$ cat src/rtl/core/rc4_pkg.sv
// Shared types and constants for the RC4 engine.
// No dependencies; used by the interfaces, the memories and the controller.
package rc4_pkg;

  localparam int unsigned BYTE_W    = 8;
  localparam int unsigned SBOX_DEPTH = 256;
  localparam int unsigned KEY_LEN_W = 9;

  localparam logic [KEY_LEN_W-1:0] KEY_LEN_RESET = 9'd16;
  localparam logic [BYTE_W-1:0]    BYTE_MAX      = 8'hFF;

  // Request command codes; code 3 is accepted and ignored.
  typedef enum logic [1:0] {
    CMD_KEY_WRITE = 2'd0,
    CMD_SCHEDULE  = 2'd1,
    CMD_CRYPT     = 2'd2
  } rc4_cmd_e;

  typedef enum logic [3:0] {
    ST_IDLE,
    ST_KS_A,   // read S[n] and key[k], write back pending S[j]
    ST_KS_B,   // new j, read S[j]
    ST_KS_C,   // write S[n] = S[j]
    ST_KS_W,   // final pending write, clear indices
    ST_CR_A,   // read S[i]
    ST_CR_B,   // new j, read S[j]
    ST_CR_C,   // write S[i] = S[j]
    ST_CR_D,   // write S[j] = old S[i], read S[S[i]+S[j]]
    ST_CR_E    // keystream byte ready, load output
  } rc4_state_e;

  // One access cycle on the sbox memory.
  typedef struct packed {
    logic              clr;
    logic              rd_en;
    logic [BYTE_W-1:0] rd_addr;
    logic              wr_en;
    logic [BYTE_W-1:0] wr_addr;
    logic [BYTE_W-1:0] wr_data;
  } sbox_req_t;

endpackage

$ cat src/rtl/core/rc4_key_ram.sv
// Key byte store: one write port and one registered read port.
// Contents are undefined until written. Depends on rc4_pkg.
module rc4_key_ram #(
  parameter  int unsigned KEY_MAX = 256,
  localparam int unsigned KeyAw   = (KEY_MAX > 1) ? $clog2(KEY_MAX) : 1
) (
  input  logic                       clk_i,
  input  logic                       wr_en_i,
  input  logic [KeyAw-1:0]           wr_addr_i,
  input  logic [rc4_pkg::BYTE_W-1:0] wr_data_i,
  input  logic                       rd_en_i,
  input  logic [KeyAw-1:0]           rd_addr_i,
  output logic [rc4_pkg::BYTE_W-1:0] rd_data_o
);
  import rc4_pkg::*;

  logic [BYTE_W-1:0] mem [KEY_MAX];
  logic [BYTE_W-1:0] rd_data_q;

  always_ff @(posedge clk_i) begin
    if (wr_en_i) begin
      mem[wr_addr_i] <= wr_data_i;
    end
  end

  always_ff @(posedge clk_i) begin
    if (rd_en_i) begin
      rd_data_q <= mem[rd_addr_i];
    end
  end

  assign rd_data_o = rd_data_q;

endmodule

$ cat config.mk
export PLATFORM = sky130hd
export DESIGN_NAME = rc4_key_ram
export DESIGN_NICKNAME = d
export VERILOG_FILES = /design/src/rtl/core/rc4_pkg.sv /design/src/rtl/core/rc4_key_ram.sv
export SDC_FILE = /design/constraint.sdc
export NUM_CORES = 2
export LEC_CHECK = 0
export ABC_AREA = 1
export ABC_CLOCK_PERIOD_IN_PS = 1630
export BUFFER_PORTS_ARGS = -buffer_cell sky130_fd_sc_hd__buf_2
export CELL_PAD_IN_SITES_DETAIL_PLACEMENT = 1
export CELL_PAD_IN_SITES_GLOBAL_PLACEMENT = 1
export CORE_UTILIZATION = 43
export DETAILED_ROUTE_END_ITERATION = 16
export PLACE_DENSITY = 0.74
export SLEW_MARGIN = 30
export SYNTH_ARGS = -nofsm -noshare
export SYNTH_HDL_FRONTEND = slang
export SYNTH_SLANG_ARGS = --single-unit
$ cat constraint.sdc
create_clock -name clk_i -period 1.63 [get_ports clk_i]
set_input_delay 0.2445 -clock clk_i [delete_from_list [all_inputs] [get_ports clk_i]]
set_output_delay 0.2445 -clock clk_i [all_outputs]
set_load 0.01 [all_outputs]
Yosys cells after proc, flatten, opt, wreduce, memory -nomap -nowiden
Memory sizes are Yosys's and may differ from the RTL's. A register that Yosys moved wholly into a read port is not among the register bits.
Index checks and enable logic that the tools add are counted.
{ "totals": {"register_bits": 0, "latch_bits": 0, "ramBits": 2048, "mem_bits_ro": 0, "input_bits": 27, "out_inout_bits": 8, "word_cells": 3, "mem_count": 1} }
{ "classes": {"addsub": 0, "mul": 0, "n_div": 0, "n_lt_le_gt_ge": 0, "eq_ne": 0, "n_shift": 0, "n_mux": 2, "bitwise": 0, "n_reduce_logical": 0} }
{ "mem_list": {"columns": ["memory", "depth", "width", "read_ports", "rd_clocked_by_memory_dff", "wr", "line", "rtl"], "rows": [
  ["mem", 256, 8, 1, 1, 1, "rc4_key_ram.sv:17", "logic [BYTE_W-1:0] mem [KEY_MAX];"]
]} }
{ "op_table": {"columns": ["op", "n"], "rows": [
  ["1-bit 2-to-1 mux", 2]
]} }

Longest topological paths before layout
{ "logic_depth": {"depth_word": 2, "ltp_mapped": 15, "ltp_nobuf": 11} }

Least setup slack after synthesis
Ideal clock, no wire load.
{ "synth_path": {"path_type": "input to register", "startpoint": "input port wr_en_i", "endpoint": "memory mem[162][0] (enable)", "setup_ns": 0.370, "arrival_time_ns": 1.366, "required_ns": 1.260, "path_slack_ns": -0.106, "path_stages": 4, "n_path_buf": 2, "path_cell_list": "clkbuf_1 -> nand3_1 -> clkbuf_1 -> nor2_1"} }
{ "synth_between": {"elab_chain_cells": 2} }
{ "synth_rtl": {"columns": ["element", "line", "rtl"], "rows": [
  ["from (decl)", "rc4_key_ram.sv:8", "input logic wr_en_i,"],
  ["1-bit 2-to-1 mux", "rc4_key_ram.sv:21", "if (wr_en_i) begin"],
  ["1-bit 2-to-1 mux (implied by the code)", "rc4_key_ram.sv:22", "mem[wr_addr_i] <= wr_data_i;"],
  ["to (decl)", "rc4_key_ram.sv:17", null]
]} }
Every way passes these cells.

Worst setup path after layout
{ "layout_path": {"startpoint": "register rd_data_q[0], in the netlist rd_data_o[0] (read register of mem)", "endpoint": "output port rd_data_o[0] in the netlist's numbering"} }
{ "layout_lines": {"columns": ["element", "line", "rtl"], "rows": [
  ["from (decl)", "rc4_key_ram.sv:18", "logic [BYTE_W-1:0] rd_data_q;"],
  ["to (decl)", "rc4_key_ram.sv:13", "output logic [rc4_pkg::BYTE_W-1:0] rd_data_o"]
]} }
No word-level cell between the ends.

==> results.py <==
metrics = {
    "status": {
        "status": "finished, violations left",
        "violations": "setup timing",
    },
    "worst_setup_path": {
        "timing.rr.start": "mem[153][7]$_DFFE_PP_",
        "cp.required_ns": 1.39,
        "cp_max_fo": 1,
        "end_kind": "output pin",
        "cp_num_buf_inv": 1,
        "r2r_cells": 10,
        "critPathTopFamily": "flip-flops",
        "start_kind": "register",
        "cpMaxStageDelayCell": "edfxtp_1",
        "r2r-end": "rd_data_o[7]$_DFFE_PP_",
        "arrival_ns": 1.57,
        "r2r_slack_ns": -0.14,
        "max_stage_delay_ns": 0.52,
        "crit_type": "register to output pin",
        "crit_chain": "buf_6",
    },
    "clock_network": {
        "numCtsBuffers": 204,
        "path_clk_slew_ns": 0.07,
        "cts_root_buffer": "clkbuf_16",
        "cts_tree": "yes",
        "htree_levels": 4,
        "clock_latency_ns": 0.86,
        "cts_buffer_depth": 3,
        "cts_sinks": 2056,
    },
    "timing": {
        "fmaxAchievable_mhz": 552,
        "setup_viol": 16,
        "finalHoldViolations": 0,
        "fin_skew_ns": 0.0268,
        "final_max_slew_viol_count": 0,
        "layout_min_cycle_time_ns": 1.81,
        "fin_tns_setup_ns": -1.46,
        "tightest_slew_ns": 0.615,
        "setup_slack_ns": -0.182,
        "min_period_over_period": 1.11,
        "rsz0062_at_grt": "true",
        "max_slew_margin": 0.590,
    },
    "route": {
        "initialDrtViolationCount": 6791,
        "vias": 60496,
        "dr.pass1.iters": 6,
        "viasPerCell": 5.90,
        "route.antenna.remaining_nets": 0,
        "drc": 0,
        "wl_per_cell_um": 27.3,
        "routed_wl_um": 280000,
    },
    "synthesis": {
        "yosysWarningCount": 0,
        "synthAdderAreaFrac": 0,
        "synth-simple-area-share": 0.229,
        "synth_mux_area_frac": 0,
        "syn_area_um2": 83500,
        "postSynthCellCount": 7003,
        "yosysSeqAreaShare": 0.740,
        "synth_seq_cells": 2056,
        "synth-compound-area-share": 0,
        "yosys-top-cells-area": "edfxtp_1 74%, nand3_1 12%, nand2_1 9.5%, buf_2 1.6%, nor2_1 1.3%",
        "yosysUniqueCellTypes": 13,
        "syn_avg_cell_area_um2": 11.9,
        "synth_nets": 7030,
        "yosysTopAreaCellShare": 0.740,
        "synth_top_family_by_area": "simple AND/OR/NAND/NOR gates",
        "synth_largest_area_cell": "edfxtp_1",
        "synth_xor_xnor_area_share": 0,
    },
    "global_routing": {
        "grt_pass1_vias": 63425,
        "grt_overflow": 0,
        "grt_pass1_wl_um": 412000,
        "grt_use_total": 0.281,
        "antenna_found_initial": 14,
        "grt_max_degree": 66,
    },
    "worst_hold_path": {
        "min_path_type": "input port to register",
        "worst_hold_path.num_cells": 5,
        "worstHoldStart": "wr_en_i",
        "holdPathEnd": "mem[184][5]$_DFFE_PP_",
    },
    "placement": {
        "gp_congestion": 0.888,
        "dp_hpwl_um": 175000,
        "pre_cts_ws_ns": -1.12,
        "io_buffers": 34,
    },
    "floorplan": {
        "die_area_um2": 196000,
        "core-area_um2": 193000,
        "die_h_um": 443,
        "die_w_um": 443,
        "ioPinCount": 35,
        "num_rows": 161,
        "initial_core_util": 0.433,
    },
    "final_layout": {
        "synthToLayoutAreaGrowth_pct": 21.4,
        "fin_util": 0.526,
        "drive_gt1_frac": 0.189,
        "nFillCells": 19310,
        "nets": 7581,
    },
    "power": {
        "power.leakage_uw": 0.0365,
        "vdd_drop_max_uv": 944,
        "power_density_nw_per_um2": 1120,
    },
    "job": {
        "maxCapViolCount": 0,
    },
}
-- logic make-up (layout without fill, tap and decap cells) --
kind of cell	after synthesis	in the layout
and+or+nand+nor	4425	4425
DFF	2056	2056
buffers and inverters	522	1246
other	0	4
-- registers in the layout, indices dropped and copies added, names as in the netlist --
| signal | cells |
|---|---|
| rd_data_o | 8 |
| mem | 2048 |
-- stage by stage --
stage          cell area (um2)  instances  hold WS, ns  power [uW]
3_3_place_gp             92600       9866        0.644       67200
6_report                101000      10257        0.212      114000
5_1_grt                 101000      10256        0.190      117000
3_5_place_dp             92600       9866        0.648       67500
2_1_floorplan            83800       7003        0.343       63200
4_1_cts                 100000      10254        0.166      114000
-- worst max-delay path by stage --
stage | from | end | slack, ns | cells after the start
2_1_floorplan | wr_en_i | mem[162][0]$_DFFE_PP_ | -0.11 | 4
6_report | rd_data_o[0]$_DFFE_PP_ | rd_data_o[0] | -0.18 | 1
3_3_place_gp | rd_addr_i[1] | rd_data_o[0]$_DFFE_PP_ | -1.07 | 13
3_5_place_dp | rd_addr_i[0] | rd_data_o[3]$_DFFE_PP_ | -1.12 | 14
4_1_cts | rd_data_o[0]$_DFFE_PP_ | rd_data_o[0] | -0.20 | 1
5_1_grt | mem[153][7]$_DFFE_PP_ | rd_data_o[7]$_DFFE_PP_ | -0.19 | 10
-- cells in the mapped netlist (all sizes together) --
| cell | n |
|---|---|
| buf | 371 |
| nand3 | 2019 |
| edfxtp | 2056 |
| nor2 | 283 |
| inv | 39 |
| clkbuf | 112 |
| nand2 | 2123 |
-- placed cells by master (no fill, tap or decap), types with 30 or more instances in the layout --
cell type     n
buf_12      169
buf_4       604
clkbuf_1     53
clkbuf_16   211
clkinv_1     44
clkinv_2     41
edfxtp_1   2056
inv_1        34
nand2_1    2086
nand2_2      30
nand3_1    1701
nand3_2     261
nand3_4      57
nor2_1      283
-- per-layer routing --
metal	global-route usage	wire, um	vias up
met3	0.0469	22800	656
li1	-	-	25996
met5	0	29	-
met4	0.134	13400	4
met2	0.467	137000	2799
met1	0.360	107000	31041
-- report_power, final --
part	internal [uW]	total (uW)	switching [uW]
clock network	26400	46700	20400
logic	2760	8920	6160
registers	58300	58300	59.0
total	87400	114000	26600
-- worst min-delay path: stages --
cell	delay, ns
buf_2	0.12
buf_12	0.15
nand2_1	0.11
nor2_1	0.06
buf_4	0.18
-- repair_timing --
action                                  CTS  global route
pin swaps                                28            81
hold buffers                             10             0
endpoints found under the setup margin   16            16
gates cloned                              0             1
gates resized for setup                 208           221
hold endpoints to repair                309             0
setup buffers                             0             0
-- layout make-up --
class / instances / area, um2 / area share
flip-flops and latches: 2056 / 61700 / 0.609
well taps: 2526 / 3160 / 0.0312
clock buffers: 263 / 5450 / 0.0538
repair buffers: 828 / 8500 / 0.0838
inverters: 39 / 180 / 0.00178
multi-input cells: 4425 / 21300 / 0.210
clock inverters: 116 / 1030 / 0.0101
diodes: 4 / 10.0 / 0.0000988
(Power assumes the default switching activity.)
