--- config.mk ---
export PLATFORM = sky130hd
export DESIGN_NAME = rc4_sbox_ram
export DESIGN_NICKNAME = d
export VERILOG_FILES = /design/src/rtl/core/rc4_pkg.sv /design/src/rtl/core/rc4_sbox_ram.sv
export SDC_FILE = /design/constraint.sdc
export NUM_CORES = 2
export LEC_CHECK = 0
export BUFFER_PORTS_ARGS = -buffer_cell sky130_fd_sc_hd__buf_4
export CORE_AREA = 3 3 484 486
export CTS_CLUSTER_SIZE = 10
export DETAILED_ROUTE_END_ITERATION = 16
export DIE_AREA = 0 0 487 489
export SYNTH_ARGS = -nofsm -noshare
export SYNTH_HDL_FRONTEND = slang
export SYNTH_SLANG_ARGS = --single-unit
--- constraint.sdc ---
create_clock -name clk_i -period 5.21 [get_ports clk_i]
set_input_delay 0.521 -clock clk_i [delete_from_list [all_inputs] [get_ports clk_i]]
set_output_delay 0.521 -clock clk_i [all_outputs]
set_load 0.05 [all_outputs]
--- src/rtl/core/rc4_pkg.sv ---
// Shared types and constants for the RC4 engine.
// No dependencies; used by the interfaces, the memories and the controller.
package rc4_pkg;

  localparam int unsigned BYTE_W    = 8;
  localparam int unsigned SBOX_DEPTH = 256;
  localparam int unsigned KEY_LEN_W = 9;

  localparam logic [KEY_LEN_W-1:0] KEY_LEN_RESET = 9'd16;
  localparam logic [BYTE_W-1:0]    BYTE_MAX      = 8'hFF;

  // Request command codes; code 3 is accepted and ignored.
  typedef enum logic [1:0] {
    CMD_KEY_WRITE = 2'd0,
    CMD_SCHEDULE  = 2'd1,
    CMD_CRYPT     = 2'd2
  } rc4_cmd_e;

  typedef enum logic [3:0] {
    ST_IDLE,
    ST_KS_A,   // read S[n] and key[k], write back pending S[j]
    ST_KS_B,   // new j, read S[j]
    ST_KS_C,   // write S[n] = S[j]
    ST_KS_W,   // final pending write, clear indices
    ST_CR_A,   // read S[i]
    ST_CR_B,   // new j, read S[j]
    ST_CR_C,   // write S[i] = S[j]
    ST_CR_D,   // write S[j] = old S[i], read S[S[i]+S[j]]
    ST_CR_E    // keystream byte ready, load output
  } rc4_state_e;

  // One access cycle on the sbox memory.
  typedef struct packed {
    logic              clr;
    logic              rd_en;
    logic [BYTE_W-1:0] rd_addr;
    logic              wr_en;
    logic [BYTE_W-1:0] wr_addr;
    logic [BYTE_W-1:0] wr_data;
  } sbox_req_t;

endpackage

--- src/rtl/core/rc4_sbox_ram.sv ---
// 256 x 8 sbox memory: one write and one registered read per cycle.
// Per-entry valid bits make an unwritten entry read as its own address.
// Depends on rc4_pkg.
module rc4_sbox_ram (
  input  logic                       clk_i,
  input  logic                       rst_ni,
  input  rc4_pkg::sbox_req_t         req_i,
  output logic [rc4_pkg::BYTE_W-1:0] rd_data_o
);
  import rc4_pkg::*;

  logic [BYTE_W-1:0]     mem [SBOX_DEPTH];
  logic [SBOX_DEPTH-1:0] valid_q;
  logic [BYTE_W-1:0]     rd_data_q;

  // Valid bits: cleared at once by reset or a new schedule
  always_ff @(posedge clk_i or negedge rst_ni) begin
    if (!rst_ni) begin
      valid_q <= '0;
    end else if (req_i.clr) begin
      valid_q <= '0;
    end else if (req_i.wr_en) begin
      valid_q[req_i.wr_addr] <= 1'b1;
    end
  end

  // Storage write
  always_ff @(posedge clk_i) begin
    if (req_i.wr_en) begin
      mem[req_i.wr_addr] <= req_i.wr_data;
    end
  end

  // Registered read, same-address write forwarded
  always_ff @(posedge clk_i) begin
    if (req_i.rd_en) begin
      if (req_i.wr_en && (req_i.wr_addr == req_i.rd_addr)) begin
        rd_data_q <= req_i.wr_data;
      end else if (valid_q[req_i.rd_addr]) begin
        rd_data_q <= mem[req_i.rd_addr];
      end else begin
        rd_data_q <= req_i.rd_addr;
      end
    end
  end

  assign rd_data_o = rd_data_q;

endmodule

* After elaboration in Yosys (flattened, before gate mapping)
Memories as Yosys holds them, arrays and structs flattened.
Cells that the tools add are included.
** Word-level totals
- Word-level logic and storage cells :: 21
- Memory bits (writable) :: 2048
- Output and inout port bits :: 8
- Bits of input ports :: 29
- Memories kept :: 1
- Latch bits :: 0
- Bits in registers :: 264
- Memory bits (read-only) :: 0
** Cells by class
- $add $sub $neg :: 0
- Multipliers :: 0
- Muxes and demuxes :: 10
- Eq/ne operators :: 1
- Div/mod/pow operators :: 0
- Order comparisons :: 3
- Reduce and logical (&&, ||, !) cells :: 3
- Bitwise gates (word level) :: 1
- Shifts and indexed selects :: 0
** Memory list
- mem :: depth 256, width 8, rd ports 1, clocked after Yosys merged registers in 0, write ports 1, line rc4_sbox_ram.sv:12 : logic [BYTE_W-1:0] mem [SBOX_DEPTH];
** Operators with widths (count)
- two-way mux 256 bit :: 2
- OR 256 bit :: 1
- < comparator 8 x 9 -> 1 bit (second input constant) :: 2
- two-way mux 8 bit :: 2
- binary-select mux 1 bit (select 8 bit) :: 1
- demux 1 bit (select 8 bit) :: 1
- equality test 8 bit :: 1
- greater-or-equal comparator 8 x 1 -> 1 bit (second input constant) :: 1
- two-way mux 1 bit :: 4
- logical AND 1 bit :: 2
- nonzero test 2 bit :: 1

* Depth between registers and ports, before layout
- Depth in word-level cells :: 7
- Gate-level depth with buffers :: 16
- Gate-level depth less buffers :: 8

* Worst setup path after synthesis
OpenSTA, ideal clock, no wires.
- Kind :: input -> register
- Start point :: input req_i[17] (netlist name)
- End point :: register rd_data_q[7] (netlist: rd_data_o[7]) (data pin)
- Slack :: 2.245 ns
- Cell stages on the path :: 12
- Data arrival time :: 2.698 ns
- Library setup time :: 0.268 ns
- Required time :: 4.942 ns
- Cell sequence :: buf_6 -> buf_12 -> buf_12 -> buf_12 -> buf_8 -> buf_4 -> mux4_2 -> mux4_2 -> a22oi_1 -> nand3_1 -> nand2_1 -> o21ai_0
** On the way
- Word-level cells in the longest chain between the ends :: 4
** Ends and longest elaborated chain
- start: declaration :: line rc4_sbox_ram.sv:7 : input rc4_pkg::sbox_req_t req_i,
- binary-select mux 1 bit (select 8 bit) :: line rc4_sbox_ram.sv:39 : end else if (valid_q[req_i.rd_addr]) begin
- two-way mux 1 bit (not written as such) :: line rc4_sbox_ram.sv:39
- two-way mux 8 bit :: line rc4_sbox_ram.sv:39
- two-way mux 8 bit * :: line rc4_sbox_ram.sv:37 : if (req_i.wr_en && (req_i.wr_addr == req_i.rd_addr)) begin
- end signal: assignment :: line rc4_sbox_ram.sv:38 : rd_data_q <= req_i.wr_data;
- end signal: assignment :: line rc4_sbox_ram.sv:40 : rd_data_q <= mem[req_i.rd_addr];
- end signal: assignment :: line rc4_sbox_ram.sv:42 : rd_data_q <= req_i.rd_addr;
- end: declaration :: line rc4_sbox_ram.sv:14 : logic [BYTE_W-1:0] rd_data_q;
Mark *: on every way between the ends. The rest lies on a longest branch, timed or not. The select of a mux whose other input is x is not followed.
A chain may end at the register's enable or synchronous reset.

* Worst setup path after layout
- Start point :: input req_i[17] (netlist name)
- End point :: register rd_data_q[4] (netlist: rd_data_o[4]) (data pin)
Same word-level chain as after synthesis.

==> results.json <==
{
  "status": "finished clean",
  "path_class": "in2reg",
  "drive_above_1_share_pct": 18.6,
  "critPathTopFamily": "buffers and inverters",
  "powerDensity_nw_per_um2": 384,
  "hold_class": "in2reg",
  "ys_ff_latch": 2312,
  "maxCapViolations": 0,
  "syn_area_um2": 92000,
  "worstHoldStart": "req_i[3]",
  "synth.largest_area_cell": "edfxtp_1",
  "drtIter0Drc": 6684,
  "rsz0062_at_grt": "false",
  "ir_worst_vdd_uv": 374,
  "ys.flop_type": "edfxtp_1",
  "end_kind": "flop",
  "synth_xor_xnor_area_share_pct": 0.0761,
  "antenna_found_initial": 12,
  "initial_core_util_pct": 40.0,
  "nets": 5175,
  "die_y_um": 489,
  "numCtsBuffers": 283,
  "grt_max_degree": 206,
  "ant_nets": 0,
  "synthSimpleGateAreaFrac_pct": 4.68,
  "final_hold_viol_count": 0,
  "crit_buf_inv": 4,
  "fin_area_um2": 104000,
  "num_vias": 49900,
  "syn-num-nets": 4948,
  "r2r-start": "mem[210][4]$_DFFE_PP_",
  "grt_pass1_vias": 48400,
  "yosys_warnings": 0,
  "die_w_um": 487,
  "io_buffer_count": 36,
  "grt_pass1_wl_mm": 376,
  "pin_count": 37,
  "final.setup.tns_ps": 0,
  "path_clk_slew_ps": 60,
  "layout.cells.most_common": "edfxtp_1",
  "placed_area_um2": 95900,
  "core_um2": 230000,
  "postCtsSetupRepairBufs": 0,
  "slew_violations": 0,
  "path_common_cell": "buf_4",
  "crit_path_start_kind": "input pin",
  "clkLatencyLatePin_ps": 910,
  "clock_sinks": 2312,
  "fin_crit_sh_pct": 74.3,
  "post-dp-hpwl_mm": 165,
  "synth_top_family_by_area": "multiplexers",
  "maxSlewHeadroom_pct": 10.6,
  "ys_seq_area_share_pct": 74.0,
  "num-fill-cells": 19400,
  "cp_max_fo": 48,
  "utilization_pct": 45.2,
  "synth_compound_area_share_pct": 3.71,
  "critical_path.max_stage_delay_ps": 770,
  "die-area_um2": 238000,
  "leakagePower_uw": 0.0347,
  "clock_skew_ps": 50.9,
  "clk_path_buf_depth": 4,
  "cp.arrival_ps": 4470,
  "critPathSlowestCell": "nor4b_1",
  "hold_slack_ps": 133,
  "layout_min_cycle_time_ps": 3870,
  "synthToLayoutAreaGrowth_pct": 13.1,
  "std_cell_rows": 176,
  "gp_congestion": 0.902,
  "cts_htree_levels": 5,
  "dr.pass1.iters": 8,
  "cts_root_buffer": "clkbuf_16",
  "viasPerCell": 5.95,
  "synth_area_leaders": "edfxtp_1 (67%), mux4_2 (8.7%), dfrtp_1 (7.0%)",
  "wire_per_inst_um": 31.8,
  "synth_cells": 4919,
  "setup_viol": 0,
  "grt_use_total_pct": 22.2,
  "cp-startpoint": "req_i[17]",
  "synth_edf_count": 2056,
  "power_uw": 39900,
  "yosys-mux-area-fraction_pct": 15.1,
  "synthArstFlopShare_pct": 11.1,
  "crit_chain": "buf_8, buf_12, buf_4, mux4_2, a22o_1, nor4b_1, buf_4, a21oi_1, a41oi_1, nor4_1, mux2i_1, o21ai_0",
  "cts_tree": "built",
  "crit_required_ps": 5810,
  "ys_types": 83,
  "synth.avg_cell_area_um2": 18.7,
  "worst_pin_slew_ps": 1340,
  "grt_overflow_total": 0,
  "drc": 0,
  "synth_adder_area_share_pct": 0,
  "synth_top_area_share_pct": 67.1,
  "wl_mm": 267,
  "final_cell_mix": "edfxtp_1 (2056), nor2_1 (749), mux4_2 (355)",
  "fmax_ghz": 0.258
}
where the power goes:
part	switching, µW	total [µW]	internal [µW]
logic	1430	2070	642
registers	26.3	20300	20300
clock network	7170	17600	10400
final timing paths:
path / to / slack (ps) / depth (start not counted)
max: rd_data_o[4]$_DFFE_PP_ / 1340 / 12
min: mem[184][3]$_DFFE_PP_ / 130 / 1
max reg2reg: rd_data_o[4]$_DFFE_PP_ / 1640 / 9
min reg2reg: valid_q[117]$_DFFE_PN0P_ / 490 / 2
max in group asynchronous: valid_q[10]$_DFFE_PN0P_ / 3720 / 3
min in group asynchronous: valid_q[114]$_DFFE_PN0P_ / 210 / 2
layer usage:
layer	GRT usage, %	up-vias	routed length, µm	part of all wire, %
met4	8.43	0	10600	4.0
met3	4.96	493	25400	9.5
met5	0	-	0	0
met1	31.4	26500	108000	41
met2	33.6	2696	122000	46
li1	-	20200	-	-
registers in the layout, indices dropped and copies added, names as in the netlist:
name	count
mem	2048
rd_data_o	8
valid_q	256
Yosys cell counts, drive strengths merged (15+ instances only):
master,count
nand3,43
o22ai,107
a2111oi,19
nor3,26
dfrtp,256
a211oi,37
nand2,84
o221ai,29
mux4,442
nor2,750
a22oi,45
nand4,15
mux2,40
buf,164
mux2i,314
clkbuf,140
o21ai,51
o21ba,30
a21oi,44
nor4,15
a221oi,19
nor2b,30
edfxtp,2056
cell type report:
class                           instances  area, µm²  share of cell area (%)
Multi-Input combinational cell       2297      21700                    20.8
Tap cell                             3026       3790                    3.64
Inverter                                6       23.8                  0.0228
Clock buffer                          472       7950                    7.64
Sequential cell                      2312      68100                    65.5
Clock inverter                          9        129                   0.124
Timing Repair Buffer                  246       2310                    2.22
Antenna cell                           11       27.5                  0.0265
timing repair:
action,in CTS,in global routing
hold endpoints to repair,107,0
resized for setup,0,0
hold buffers,3,0
metrics by stage:
| stage | std cells | setup WS, ps |
|---|---|---|
| after detailed placement | 7884 | 529 |
| after floorplan | 4919 | 2240 |
| final | 8379 | 1340 |
| after global placement | 7883 | 304 |
| after global routing | 8375 | 1260 |
| after CTS | 8368 | 1480 |
kinds of logic (layout without fill, tap and decap cells):
family / count (synthesis) / after routing
flops: 2312 / 2312
other cells: 0 / 11
simple gates: 1025 / 1025
compound gates: 468 / 468
xor+xnor: 8 / 8
mux: 796 / 796
buf+inv: 310 / 733
No activity file was read; power rests on OpenSTA's default activity.
