[config.mk]
export PLATFORM = sky130hd
export DESIGN_NAME = rc4_ctrl_flat
export DESIGN_NICKNAME = d
export VERILOG_FILES = /design/src/rtl/core/rc4_pkg.sv /design/src/rtl/core/rc4_req_if.sv /design/src/rtl/core/rc4_rsp_if.sv /design/src/rtl/core/rc4_ctrl.sv /design/src/flat_wrapper.sv
export SDC_FILE = /design/constraint.sdc
export NUM_CORES = 1
export LEC_CHECK = 0
export ABC_AREA = 1
export BUFFER_PORTS_ARGS = -buffer_cell sky130_fd_sc_hd__buf_2
export CORE_MARGIN = 3
export CORE_UTILIZATION = 53
export DETAILED_ROUTE_END_ITERATION = 8
export PLACE_DENSITY = 0.8
export SETUP_SLACK_MARGIN = 0.2
export SLEW_MARGIN = 0
export SYNTH_ARGS = -nofsm -noshare
export SYNTH_HDL_FRONTEND = slang
export SYNTH_SLANG_ARGS = --single-unit
export TNS_END_PERCENT = 1
[constraint.sdc]
create_clock -name clk_i -period 3.1 [get_ports clk_i]
set_input_delay 0.155 -clock clk_i [delete_from_list [all_inputs] [get_ports clk_i]]
set_output_delay 0.155 -clock clk_i [all_outputs]
set_load 0.05 [all_outputs]
[src/rtl/core/rc4_pkg.sv]
// Shared types and constants for the RC4 engine.
// No dependencies; used by the interfaces, the memories and the controller.
package rc4_pkg;

  localparam int unsigned BYTE_W    = 8;
  localparam int unsigned SBOX_DEPTH = 256;
  localparam int unsigned KEY_LEN_W = 9;

  localparam logic [KEY_LEN_W-1:0] KEY_LEN_RESET = 9'd16;
  localparam logic [BYTE_W-1:0]    BYTE_MAX      = 8'hFF;

  // Request command codes; code 3 is accepted and ignored.
  typedef enum logic [1:0] {
    CMD_KEY_WRITE = 2'd0,
    CMD_SCHEDULE  = 2'd1,
    CMD_CRYPT     = 2'd2
  } rc4_cmd_e;

  typedef enum logic [3:0] {
    ST_IDLE,
    ST_KS_A,   // read S[n] and key[k], write back pending S[j]
    ST_KS_B,   // new j, read S[j]
    ST_KS_C,   // write S[n] = S[j]
    ST_KS_W,   // final pending write, clear indices
    ST_CR_A,   // read S[i]
    ST_CR_B,   // new j, read S[j]
    ST_CR_C,   // write S[i] = S[j]
    ST_CR_D,   // write S[j] = old S[i], read S[S[i]+S[j]]
    ST_CR_E    // keystream byte ready, load output
  } rc4_state_e;

  // One access cycle on the sbox memory.
  typedef struct packed {
    logic              clr;
    logic              rd_en;
    logic [BYTE_W-1:0] rd_addr;
    logic              wr_en;
    logic [BYTE_W-1:0] wr_addr;
    logic [BYTE_W-1:0] wr_data;
  } sbox_req_t;

endpackage

[src/rtl/core/rc4_req_if.sv]
// Request channel of the RC4 engine: command plus key and data fields.
// Depends on rc4_pkg for field widths.
interface rc4_req_if;
  import rc4_pkg::*;

  logic              valid;
  logic              ready;
  logic [1:0]        command;
  logic [BYTE_W-1:0] key_index;
  logic [BYTE_W-1:0] key_byte;
  logic [BYTE_W-1:0] data_in;
  logic              last_in;

  modport source (output valid, command, key_index, key_byte, data_in, last_in,
                  input ready);
  modport sink   (input valid, command, key_index, key_byte, data_in, last_in,
                  output ready);
endinterface

[src/rtl/core/rc4_rsp_if.sv]
// Response channel of the RC4 engine: processed byte and last marker.
// Depends on rc4_pkg for field widths.
interface rc4_rsp_if;
  import rc4_pkg::*;

  logic              valid;
  logic              ready;
  logic [BYTE_W-1:0] data_out;
  logic              last_out;

  modport source (output valid, data_out, last_out, input ready);
  modport sink   (input valid, data_out, last_out, output ready);
endinterface

[src/rtl/core/rc4_ctrl.sv]
// Sequencer of the RC4 engine: key schedule and keystream rounds over the
// sbox memory, key writes, and the response register.
// Depends on rc4_pkg, rc4_req_if and rc4_rsp_if.
module rc4_ctrl #(
  parameter  int unsigned KEY_MAX = 256,
  localparam int unsigned KeyAw   = (KEY_MAX > 1) ? $clog2(KEY_MAX) : 1
) (
  input  logic                          clk_i,
  input  logic                          rst_ni,
  rc4_req_if.sink                       req_i,
  rc4_rsp_if.source                     rsp_o,
  input  logic [rc4_pkg::KEY_LEN_W-1:0] key_length_i,
  output rc4_pkg::sbox_req_t            sbox_req_o,
  input  logic [rc4_pkg::BYTE_W-1:0]    sbox_rd_data_i,
  output logic                          key_we_o,
  output logic [KeyAw-1:0]              key_waddr_o,
  output logic [rc4_pkg::BYTE_W-1:0]    key_wdata_o,
  output logic                          key_re_o,
  output logic [KeyAw-1:0]              key_raddr_o,
  input  logic [rc4_pkg::BYTE_W-1:0]    key_rd_data_i
);
  import rc4_pkg::*;

  localparam logic [KEY_LEN_W-1:0] KeyMaxLen = KEY_LEN_W'(KEY_MAX);

  rc4_state_e state_q, state_d;

  logic [BYTE_W-1:0] i_q;     // stream i, also schedule round n
  logic [BYTE_W-1:0] j_q;
  logic [KeyAw-1:0]  k_q;     // key position, n mod length
  logic [BYTE_W-1:0] a_q;     // value read from S[i] / S[n]
  logic [BYTE_W-1:0] din_q;
  logic              lin_q;
  logic              out_valid_q;
  logic [BYTE_W-1:0] out_data_q;
  logic              out_last_q;

  logic                 accept;
  logic                 out_free;
  logic [KEY_LEN_W-1:0] len_eff;
  logic [KEY_LEN_W-1:0] k_last;
  logic [BYTE_W-1:0]    j_ks;
  logic [BYTE_W-1:0]    j_cr;

  assign accept   = req_i.valid && req_i.ready;
  assign out_free = !out_valid_q || rsp_o.ready;

  // Key length clamped to 1..KEY_MAX
  always_comb begin
    if (key_length_i == '0) begin
      len_eff = KEY_LEN_W'(1);
    end else if (key_length_i > KeyMaxLen) begin
      len_eff = KeyMaxLen;
    end else begin
      len_eff = key_length_i;
    end
  end
  assign k_last = len_eff - KEY_LEN_W'(1);

  assign j_ks = BYTE_W'(j_q + sbox_rd_data_i + key_rd_data_i);
  assign j_cr = BYTE_W'(j_q + sbox_rd_data_i);

  // Next state
  always_comb begin
    state_d = state_q;
    unique case (state_q)
      ST_IDLE: begin
        if (req_i.valid) begin
          unique case (req_i.command)
            CMD_SCHEDULE: state_d = ST_KS_A;
            CMD_CRYPT:    state_d = ST_CR_A;
            default:      state_d = ST_IDLE;
          endcase
        end
      end
      ST_KS_A: state_d = ST_KS_B;
      ST_KS_B: state_d = ST_KS_C;
      ST_KS_C: state_d = (i_q == BYTE_MAX) ? ST_KS_W : ST_KS_A;
      ST_KS_W: state_d = ST_IDLE;
      ST_CR_A: state_d = ST_CR_B;
      ST_CR_B: state_d = ST_CR_C;
      ST_CR_C: state_d = ST_CR_D;
      ST_CR_D: state_d = ST_CR_E;
      ST_CR_E: begin
        if (out_free) begin
          state_d = ST_IDLE;
        end
      end
      default: state_d = ST_IDLE;
    endcase
  end

  // Memory accesses per state
  always_comb begin
    sbox_req_o = '0;
    key_re_o   = 1'b0;
    unique case (state_q)
      ST_IDLE: begin
        sbox_req_o.clr = accept && (req_i.command == CMD_SCHEDULE);
      end
      ST_KS_A: begin
        sbox_req_o.rd_en   = 1'b1;
        sbox_req_o.rd_addr = i_q;
        // swap half left over from the previous round
        sbox_req_o.wr_en   = (i_q != '0);
        sbox_req_o.wr_addr = j_q;
        sbox_req_o.wr_data = a_q;
        key_re_o           = 1'b1;
      end
      ST_KS_B: begin
        sbox_req_o.rd_en   = 1'b1;
        sbox_req_o.rd_addr = j_ks;
      end
      ST_KS_C, ST_CR_C: begin
        sbox_req_o.wr_en   = 1'b1;
        sbox_req_o.wr_addr = i_q;
        sbox_req_o.wr_data = sbox_rd_data_i;
      end
      ST_KS_W: begin
        sbox_req_o.wr_en   = 1'b1;
        sbox_req_o.wr_addr = j_q;
        sbox_req_o.wr_data = a_q;
      end
      ST_CR_A: begin
        sbox_req_o.rd_en   = 1'b1;
        sbox_req_o.rd_addr = i_q;
      end
      ST_CR_B: begin
        sbox_req_o.rd_en   = 1'b1;
        sbox_req_o.rd_addr = j_cr;
      end
      ST_CR_D: begin
        sbox_req_o.wr_en   = 1'b1;
        sbox_req_o.wr_addr = j_q;
        sbox_req_o.wr_data = a_q;
        sbox_req_o.rd_en   = 1'b1;
        sbox_req_o.rd_addr = BYTE_W'(a_q + sbox_rd_data_i);
      end
      default: ;
    endcase
  end

  // Key store ports
  assign key_we_o    = accept && (req_i.command == CMD_KEY_WRITE)
                       && (KEY_LEN_W'(req_i.key_index) < KeyMaxLen);
  assign key_waddr_o = req_i.key_index[KeyAw-1:0];
  assign key_wdata_o = req_i.key_byte;
  assign key_raddr_o = k_q;

  assign req_i.ready    = (state_q == ST_IDLE);
  assign rsp_o.valid    = out_valid_q;
  assign rsp_o.data_out = out_data_q;
  assign rsp_o.last_out = out_last_q;

  // Control state and indices
  always_ff @(posedge clk_i or negedge rst_ni) begin
    if (!rst_ni) begin
      state_q <= ST_IDLE;
      i_q     <= '0;
      j_q     <= '0;
      k_q     <= '0;
    end else begin
      state_q <= state_d;
      case (state_q)
        ST_IDLE: begin
          if (accept && (req_i.command == CMD_SCHEDULE)) begin
            i_q <= '0;
            j_q <= '0;
            k_q <= '0;
          end else if (accept && (req_i.command == CMD_CRYPT)) begin
            i_q <= i_q + BYTE_W'(1);
          end
        end
        ST_KS_B: j_q <= j_ks;
        ST_KS_C: begin
          if (i_q != BYTE_MAX) begin
            i_q <= i_q + BYTE_W'(1);
            k_q <= (KEY_LEN_W'(k_q) == k_last) ? '0 : k_q + KeyAw'(1);
          end
        end
        ST_KS_W: begin
          i_q <= '0;
          j_q <= '0;
        end
        ST_CR_B: j_q <= j_cr;
        default: ;
      endcase
    end
  end

  // Response valid
  always_ff @(posedge clk_i or negedge rst_ni) begin
    if (!rst_ni) begin
      out_valid_q <= 1'b0;
    end else if ((state_q == ST_CR_E) && out_free) begin
      out_valid_q <= 1'b1;
    end else if (rsp_o.ready) begin
      out_valid_q <= 1'b0;
    end
  end

  // Payload registers
  always_ff @(posedge clk_i) begin
    if (accept) begin
      din_q <= req_i.data_in;
      lin_q <= req_i.last_in;
    end
    if ((state_q == ST_KS_B) || (state_q == ST_CR_B)) begin
      a_q <= sbox_rd_data_i;
    end
    if ((state_q == ST_CR_E) && out_free) begin
      out_data_q <= din_q ^ sbox_rd_data_i;
      out_last_q <= lin_q;
    end
  end

endmodule

[src/flat_wrapper.sv]
// flat-port wrapper written by rule: the top's interface ports become plain ports
module rc4_ctrl_flat import rc4_pkg::*;
#(
  parameter  int unsigned KEY_MAX = 256,
  localparam int unsigned KeyAw   = (KEY_MAX > 1) ? $clog2(KEY_MAX) : 1
)
  (clk_i, rst_ni, key_length_i, sbox_req_o, sbox_rd_data_i, key_we_o, key_waddr_o, key_wdata_o, key_re_o, key_raddr_o, key_rd_data_i, req_i_valid, req_i_command, req_i_key_index, req_i_key_byte, req_i_data_in, req_i_last_in, req_i_ready, rsp_o_valid, rsp_o_data_out, rsp_o_last_out, rsp_o_ready);
  rc4_req_if req_i_i ();
  rc4_rsp_if rsp_o_i ();
  input  logic clk_i;
  input  logic rst_ni;
  input  logic [rc4_pkg::KEY_LEN_W-1:0] key_length_i;
  output rc4_pkg::sbox_req_t sbox_req_o;
  input  logic [rc4_pkg::BYTE_W-1:0] sbox_rd_data_i;
  output logic key_we_o;
  output logic [KeyAw-1:0] key_waddr_o;
  output logic [rc4_pkg::BYTE_W-1:0] key_wdata_o;
  output logic key_re_o;
  output logic [KeyAw-1:0] key_raddr_o;
  input  logic [rc4_pkg::BYTE_W-1:0] key_rd_data_i;
  input wire logic [$bits(req_i_i.valid)-1:0] req_i_valid;
  input wire logic [$bits(req_i_i.command)-1:0] req_i_command;
  input wire logic [$bits(req_i_i.key_index)-1:0] req_i_key_index;
  input wire logic [$bits(req_i_i.key_byte)-1:0] req_i_key_byte;
  input wire logic [$bits(req_i_i.data_in)-1:0] req_i_data_in;
  input wire logic [$bits(req_i_i.last_in)-1:0] req_i_last_in;
  output wire logic [$bits(req_i_i.ready)-1:0] req_i_ready;
  output wire logic [$bits(rsp_o_i.valid)-1:0] rsp_o_valid;
  output wire logic [$bits(rsp_o_i.data_out)-1:0] rsp_o_data_out;
  output wire logic [$bits(rsp_o_i.last_out)-1:0] rsp_o_last_out;
  input wire logic [$bits(rsp_o_i.ready)-1:0] rsp_o_ready;
  assign req_i_i.valid = req_i_valid;
  assign req_i_i.command = req_i_command;
  assign req_i_i.key_index = req_i_key_index;
  assign req_i_i.key_byte = req_i_key_byte;
  assign req_i_i.data_in = req_i_data_in;
  assign req_i_i.last_in = req_i_last_in;
  assign req_i_ready = req_i_i.ready;
  assign rsp_o_valid = rsp_o_i.valid;
  assign rsp_o_data_out = rsp_o_i.data_out;
  assign rsp_o_last_out = rsp_o_i.last_out;
  assign rsp_o_i.ready = rsp_o_ready;
  rc4_ctrl #(.KEY_MAX(KEY_MAX)) u_core (.clk_i(clk_i), .rst_ni(rst_ni), .req_i(req_i_i), .rsp_o(rsp_o_i), .key_length_i(key_length_i), .sbox_req_o(sbox_req_o), .sbox_rd_data_i(sbox_rd_data_i), .key_we_o(key_we_o), .key_waddr_o(key_waddr_o), .key_wdata_o(key_wdata_o), .key_re_o(key_re_o), .key_raddr_o(key_raddr_o), .key_rd_data_i(key_rd_data_i));
endmodule
## After elaboration in Yosys (flattened, before gate mapping)

Cells that the tools add are included.

- Magnitude comparators: 1
- Bitwise logic cells: 1
- Shifts and indexed selects: 0
- Muxes and demuxes: 22
- Div/mod/pow operators: 0
- Equality and inequality tests: 19
- $add $sub $neg: 6
- Reduce and logical (&&, ||, !) cells: 23
- Multipliers: 0

Operator list:

| operator | count |
|---|---|
| 17-bit one-hot mux with 3 select lines | 1 |
| 8-bit 2-to-1 mux | 6 |
| 4-bit one-hot mux with 9 select lines | 1 |
| 9-bit one-hot mux with 4 select lines | 1 |
| 8-bit one-hot mux with 4 select lines | 1 |
| 8-bit adder | 3 |
| 8-bit one-hot mux with 3 select lines | 1 |
| 9-bit 2-to-1 mux | 2 |
| 8-bit by 1-bit adder with 8-bit output, second input constant | 2 |
| 4-bit by 3-bit == test with 1-bit output, second input constant | 4 |
| 8-bit one-hot mux with 2 select lines | 1 |
| 8-bit by 9-bit == test with 1-bit output | 1 |
| 9-bit greater-than comparator, second input constant | 1 |
| 9-bit logical NOT | 1 |
| 9-bit by 1-bit subtractor with 9-bit output, second input constant | 1 |
| 4-bit by 2-bit == test with 1-bit output, second input constant | 2 |
| 4-bit == test, second input constant | 2 |
| 8-bit == test, second input constant | 1 |
| 4-bit 2-to-1 mux | 2 |
| 8-bit inequality test, second input constant | 1 |
| 8-bit nonzero test | 1 |
| 8-bit XOR | 1 |
| 3-bit one-hot mux with 2 select lines | 1 |
| 3-bit AND reduction | 2 |
| 18 further kinds | 32 |

- Input bits: 56
- Memories kept: 0
- Register bits: 55
- Bits in latches: 0
- Bits in writable memories: 0
- Word-level logic and storage cells: 82
- ROM bits: 0

## Longest topological paths before layout

- Depth after elaboration: 8
- Depth in mapped cells: 20

## Least setup slack after synthesis

No wires, ideal clock.

- Path type: flip-flop to output port
- From: reg u_core.j_q[0]
- To: out sbox_req_o[24] in the netlist's numbering
- Slack: -0.063 ns
- Path buffers: 0
- Required time: 2.945 ns
- Cell stages (with the launch flop): 21
- Data arrival time: 3.008 ns
- Cells stage by stage: dfrtp_1 -> ha_1 -> fa_1 -> nand2_1 -> inv_1 -> o21ai_0 -> nand2_1 -> nand2_1 -> nand2_1 -> a21oi_1 -> xor2_1 -> ha_1 -> inv_1 -> nor3_1 -> nand2_1 -> nand3_1 -> o21ai_0 -> a21oi_1 -> a21oi_1 -> o21ai_0 -> nand2_1

RTL lines:

| item | RTL line | RTL |
|---|---|---|
| start: declaration | rc4_ctrl.sv:29 | `logic [BYTE_W-1:0] j_q;` |
| start signal: assignment | rc4_ctrl.sv:174 | `ST_KS_B: j_q <= j_ks;` |
| start signal: assignment | rc4_ctrl.sv:185 | `ST_CR_B: j_q <= j_cr;` |
| end: declaration | flat_wrapper.sv:13 | `output rc4_pkg::sbox_req_t sbox_req_o;` |

==> impl_metrics.yaml <==
run_status:
  status: "complete, but fails checks"
  violations: "negative setup slack"
worst_setup_path:
  worst_setup_path_end_kind: "output port"
  required_ns: 2.94
  arrival_ns: 3.40
  r2r-end: "u_core.j_q[7]$_DFFE_PN0P_"
  start_kind: "flip-flop"
  r2r_slack_ns: -0.33
  cp_max_fo: 4
  reg2reg_from: "u_core.j_q[0]$_DFFE_PN0P_"
  criticalPathCategory: "flip-flop to output port"
  rr_worst_depth: 23
  critPathLaunch: "u_core.j_q[0]$_DFFE_PN0P_"
final_layout:
  finalNetCount: 717
  multiInputGateArea_um2: 2256
  regArea_um2: 1506
  fillers: 638
  drive_gt1_share_pct: 23.14
  area_delta_synth_final_pct: 19.71
  antennaDiodeCount: 0
  fin_area_um2: 4985
grt:
  grt_usage_pct: 24.19
  antenna_found_initial: 0
  grt_max_degree: 30
  grt_pass1_wl_um: 17190
  grt_pass1_vias: 3757
  overflow: 0
power:
  pwr_density_cell_nw_per_um2: 1174
  comb_power_share_pct: 72.2
  leakage_nw: 2.479
  p_sw_share_pct: 57.65
  clock_power_share_pct: 7.3
  vdd_drop_max_v: 0.001006
  internal_power_mw: 2.478
  p_seq_share_pct: 20.5
  p_total_mw: 5.853
  switchingPower_mw: 3.374
sta:
  fmax_mhz: 281.4
  timing.final.ws_setup_ns: -0.4538
  finalCritPeriodShare_pct: 114.6
  tightestPinTransition_ns: 0.6936
  rsz0062_at_grt: "true"
  whs_ns: 0.01223
  setup-tns-final_ns: -1.120
  relSlewSlack_pct: 53.76
  hold_viol_final: 0
  fin_skew_ns: 0.01154
  period_minus_slack_ns: 3.554
  setup_viol: 5
  maxSlewViolCount: 0
place:
  gp_congestion: 0.8987
  dp_hpwl_um: 8311
  io_buffers: 87
  placed_cell_area_um2: 4628
die:
  row_count: 31
  die_x_um: 94.64
  num_io_pins: 120
  die_h_um: 94.64
  die-area_um2: 8956
  core_um2: 7447
  initial_core_util_pct: 55.91
detailed_routing:
  top_layer: "met4"
  avgRoutedWirePerCell_um: 14.83
  wl_met1_um: 4550
  routed_wl_um: 10830
  vias: 3941
  wl_met3_um: 670
  vias_per_cell: 5.399
  dr.first_iter.drc_count: 252
  detail_route.drc_violations: 0
  ant_nets: 0
  first_pass_iters: 5
  route.met2.wl_um: 5365
worst_hold_path:
  min-delay-start: "req_i_data_in[6]"
  hold_path_end: "u_core.din_q[6]$_DFFE_PP_"
  hp-class: "input pin to flip-flop"
  timing.hold.worst_path_depth: 1
yosys:
  synth.distinct_cells: 42
  synth-seq-area-share_pct: 36.18
  synth_edf_count: 26
  synth_cells: 537
  avgSynthCellArea_um2: 7.754
  syn-num-nets: 624
  ys.flop_type: "dfrtp_1"
  syn-cell-area_um2: 4164
  ys_ff_latch: 55
  synth-warning-count: 0
  ys_async_sr_fraction_pct: 52.73
clocking:
  cts_tree: "yes"
  cts_buffers: 5
  clkSinkCount: 55
  clk-insertion-delay-late_ns: 0.33
  htreeDepth: 2
  clk_pin_slew_ns: 0.11
  clock_path_buffers: 2
  cts_root_buf: "clkbuf_8"
job:
  maxCapViolCount: 0
timing repair:
action / 4_1_cts / 5_1_grt
setup endpoints to repair: 7 / 7
pin swaps: 9 / 3
hold buffers: 1 / 6
setup buffers: 5 / 1
hold endpoints to repair: 29 / 6
resized for setup: 27 / 11
worst max-delay path by stage:
stage               cells after the start  slack (ns)             end
global route                           19       -0.57  sbox_req_o[24]
CTS                                    21       -0.35  sbox_req_o[24]
floorplan                              20        0.13  sbox_req_o[24]
global placement                       21       -0.03  sbox_req_o[24]
finish                                 19       -0.45  sbox_req_o[24]
detailed placement                     21       -0.16  sbox_req_o[24]
metal layers:
metal | up-vias | track usage [%]
met2 | 129 | 42.16
met3 | 23 | 3.665
met4 | 0 | 8.173
met5 | - | 0
met1 | 1841 | 30.57
li1 | 1948 | -
cells in the final DEF (no fill, tap or decap), types with 3 or more instances in the layout:
master / instances
xnor2_1: 4
nand2_1: 95
nor3_1: 9
nand2_2: 5
edfxtp_1: 26
clkbuf_8: 5
o211ai_1: 6
a21oi_1: 20
xor2_1: 22
o21ai_2: 3
a31oi_1: 5
buf_4: 10
ha_4: 3
a21oi_2: 5
nor3b_1: 3
inv_1: 91
o21ai_0: 35
o22ai_1: 11
buf_2: 81
inv_2: 6
nor2_1: 39
buf_6: 6
ha_1: 24
dlygate4sd3_1: 7
nand3_1: 34
o21ai_1: 4
or2_2: 3
dfrtp_1: 29
nand4_1: 8
flip-flops by register name, summed over array words and instances (netlist names):
name                   flops
u_core.a_q                 8
u_core.din_q               8
u_core.i_q                 8
u_core.j_q                 8
u_core.key_raddr_o         8
u_core.lin_q               1
u_core.rsp_o.data_out      8
u_core.rsp_o.last_out      1
u_core.rsp_o.valid         1
u_core.state_q             4
synthesized netlist by cell type, drive strengths merged (2+ instances only):
cell	n	share of area, %
a21oi	25	3.1
nand3b	2	0.36
fa	3	1.4
o22ai	12	1.8
ha	28	8.4
nor3	11	1.6
nand3	35	4.2
nor2	44	4.6
edfxtp	26	19
o21bai	2	0.36
o21ai	42	5.0
a31oi	5	0.75
nor3b	3	0.54
xor2	22	4.6
inv	97	8.7
xnor2	4	0.84
nand2	102	9.7
buf	19	3.4
nand4	8	1.2
dfrtp	29	17
or2	4	0.60
o211ai	6	1.1
cells by family (layout without fill, tap and decap cells):
group / count (synthesis) / after routing / share of synthesized area [%]
XOR/XNOR: 26 / 26 / 5.469
flip-flops: 55 / 55 / 36.18
AND/OR/NAND/NOR: 210 / 210 / 22.90
adder cells (fa/ha/maj): 31 / 31 / 9.856
buffers and inverters: 117 / 211 / 12.23
AO/OA/AOI/OAI: 98 / 98 / 13.37
worst max-delay path, cell delays in order (launching register included):
cell and delay, ns:
dfrtp_1 0.41, ha_2 0.20, fa_2 0.35, nand2_2 0.08
inv_2 0.04, o21ai_2 0.12, nand3_1 0.08, nand2_1 0.11
inv_1 0.06, ha_1 0.34, inv_1 0.08, o21ai_0 0.28
nand3_1 0.16, nand3_2 0.12, o21ai_2 0.06, a21oi_2 0.18
a21oi_2 0.09, o21ai_2 0.08, nand2_2 0.08, buf_8 0.15
area by class of cell:
class                           instances  area share (%)
Inverter                               98           7.380
Clock buffer                            5           1.381
Sequential cell                        55           30.22
Clock inverter                          3          0.5773
Multi-Input combinational cell        365           45.26
Timing Repair Buffer                  105           12.70
Tap cell                               99           2.485
power by group through the flow:
| stage | registers [mW] | logic (mW) | clock network (mW) |
|---|---|---|---|
| after floorplan | 1.26 | 2.84 | 0 |
| after global placement | 1.20 | 3.66 | 0 |
| after detailed placement | 1.21 | 3.76 | 0 |
| after CTS | 1.20 | 4.04 | 0.433 |
| after global routing | 1.23 | 4.56 | 0.473 |
| final | 1.20 | 4.22 | 0.428 |
stage by stage:
step	setup WS, ns	utilization (%)	std cells
2_1_floorplan	0.1278	-	537
5_1_grt	-0.5656	66.94	730
3_3_place_gp	-0.03107	62.15	709
3_5_place_dp	-0.1626	62.15	709
6_report	-0.4538	66.94	730
4_1_cts	-0.3463	65.47	723
No activity file was read; power rests on OpenSTA's default activity.
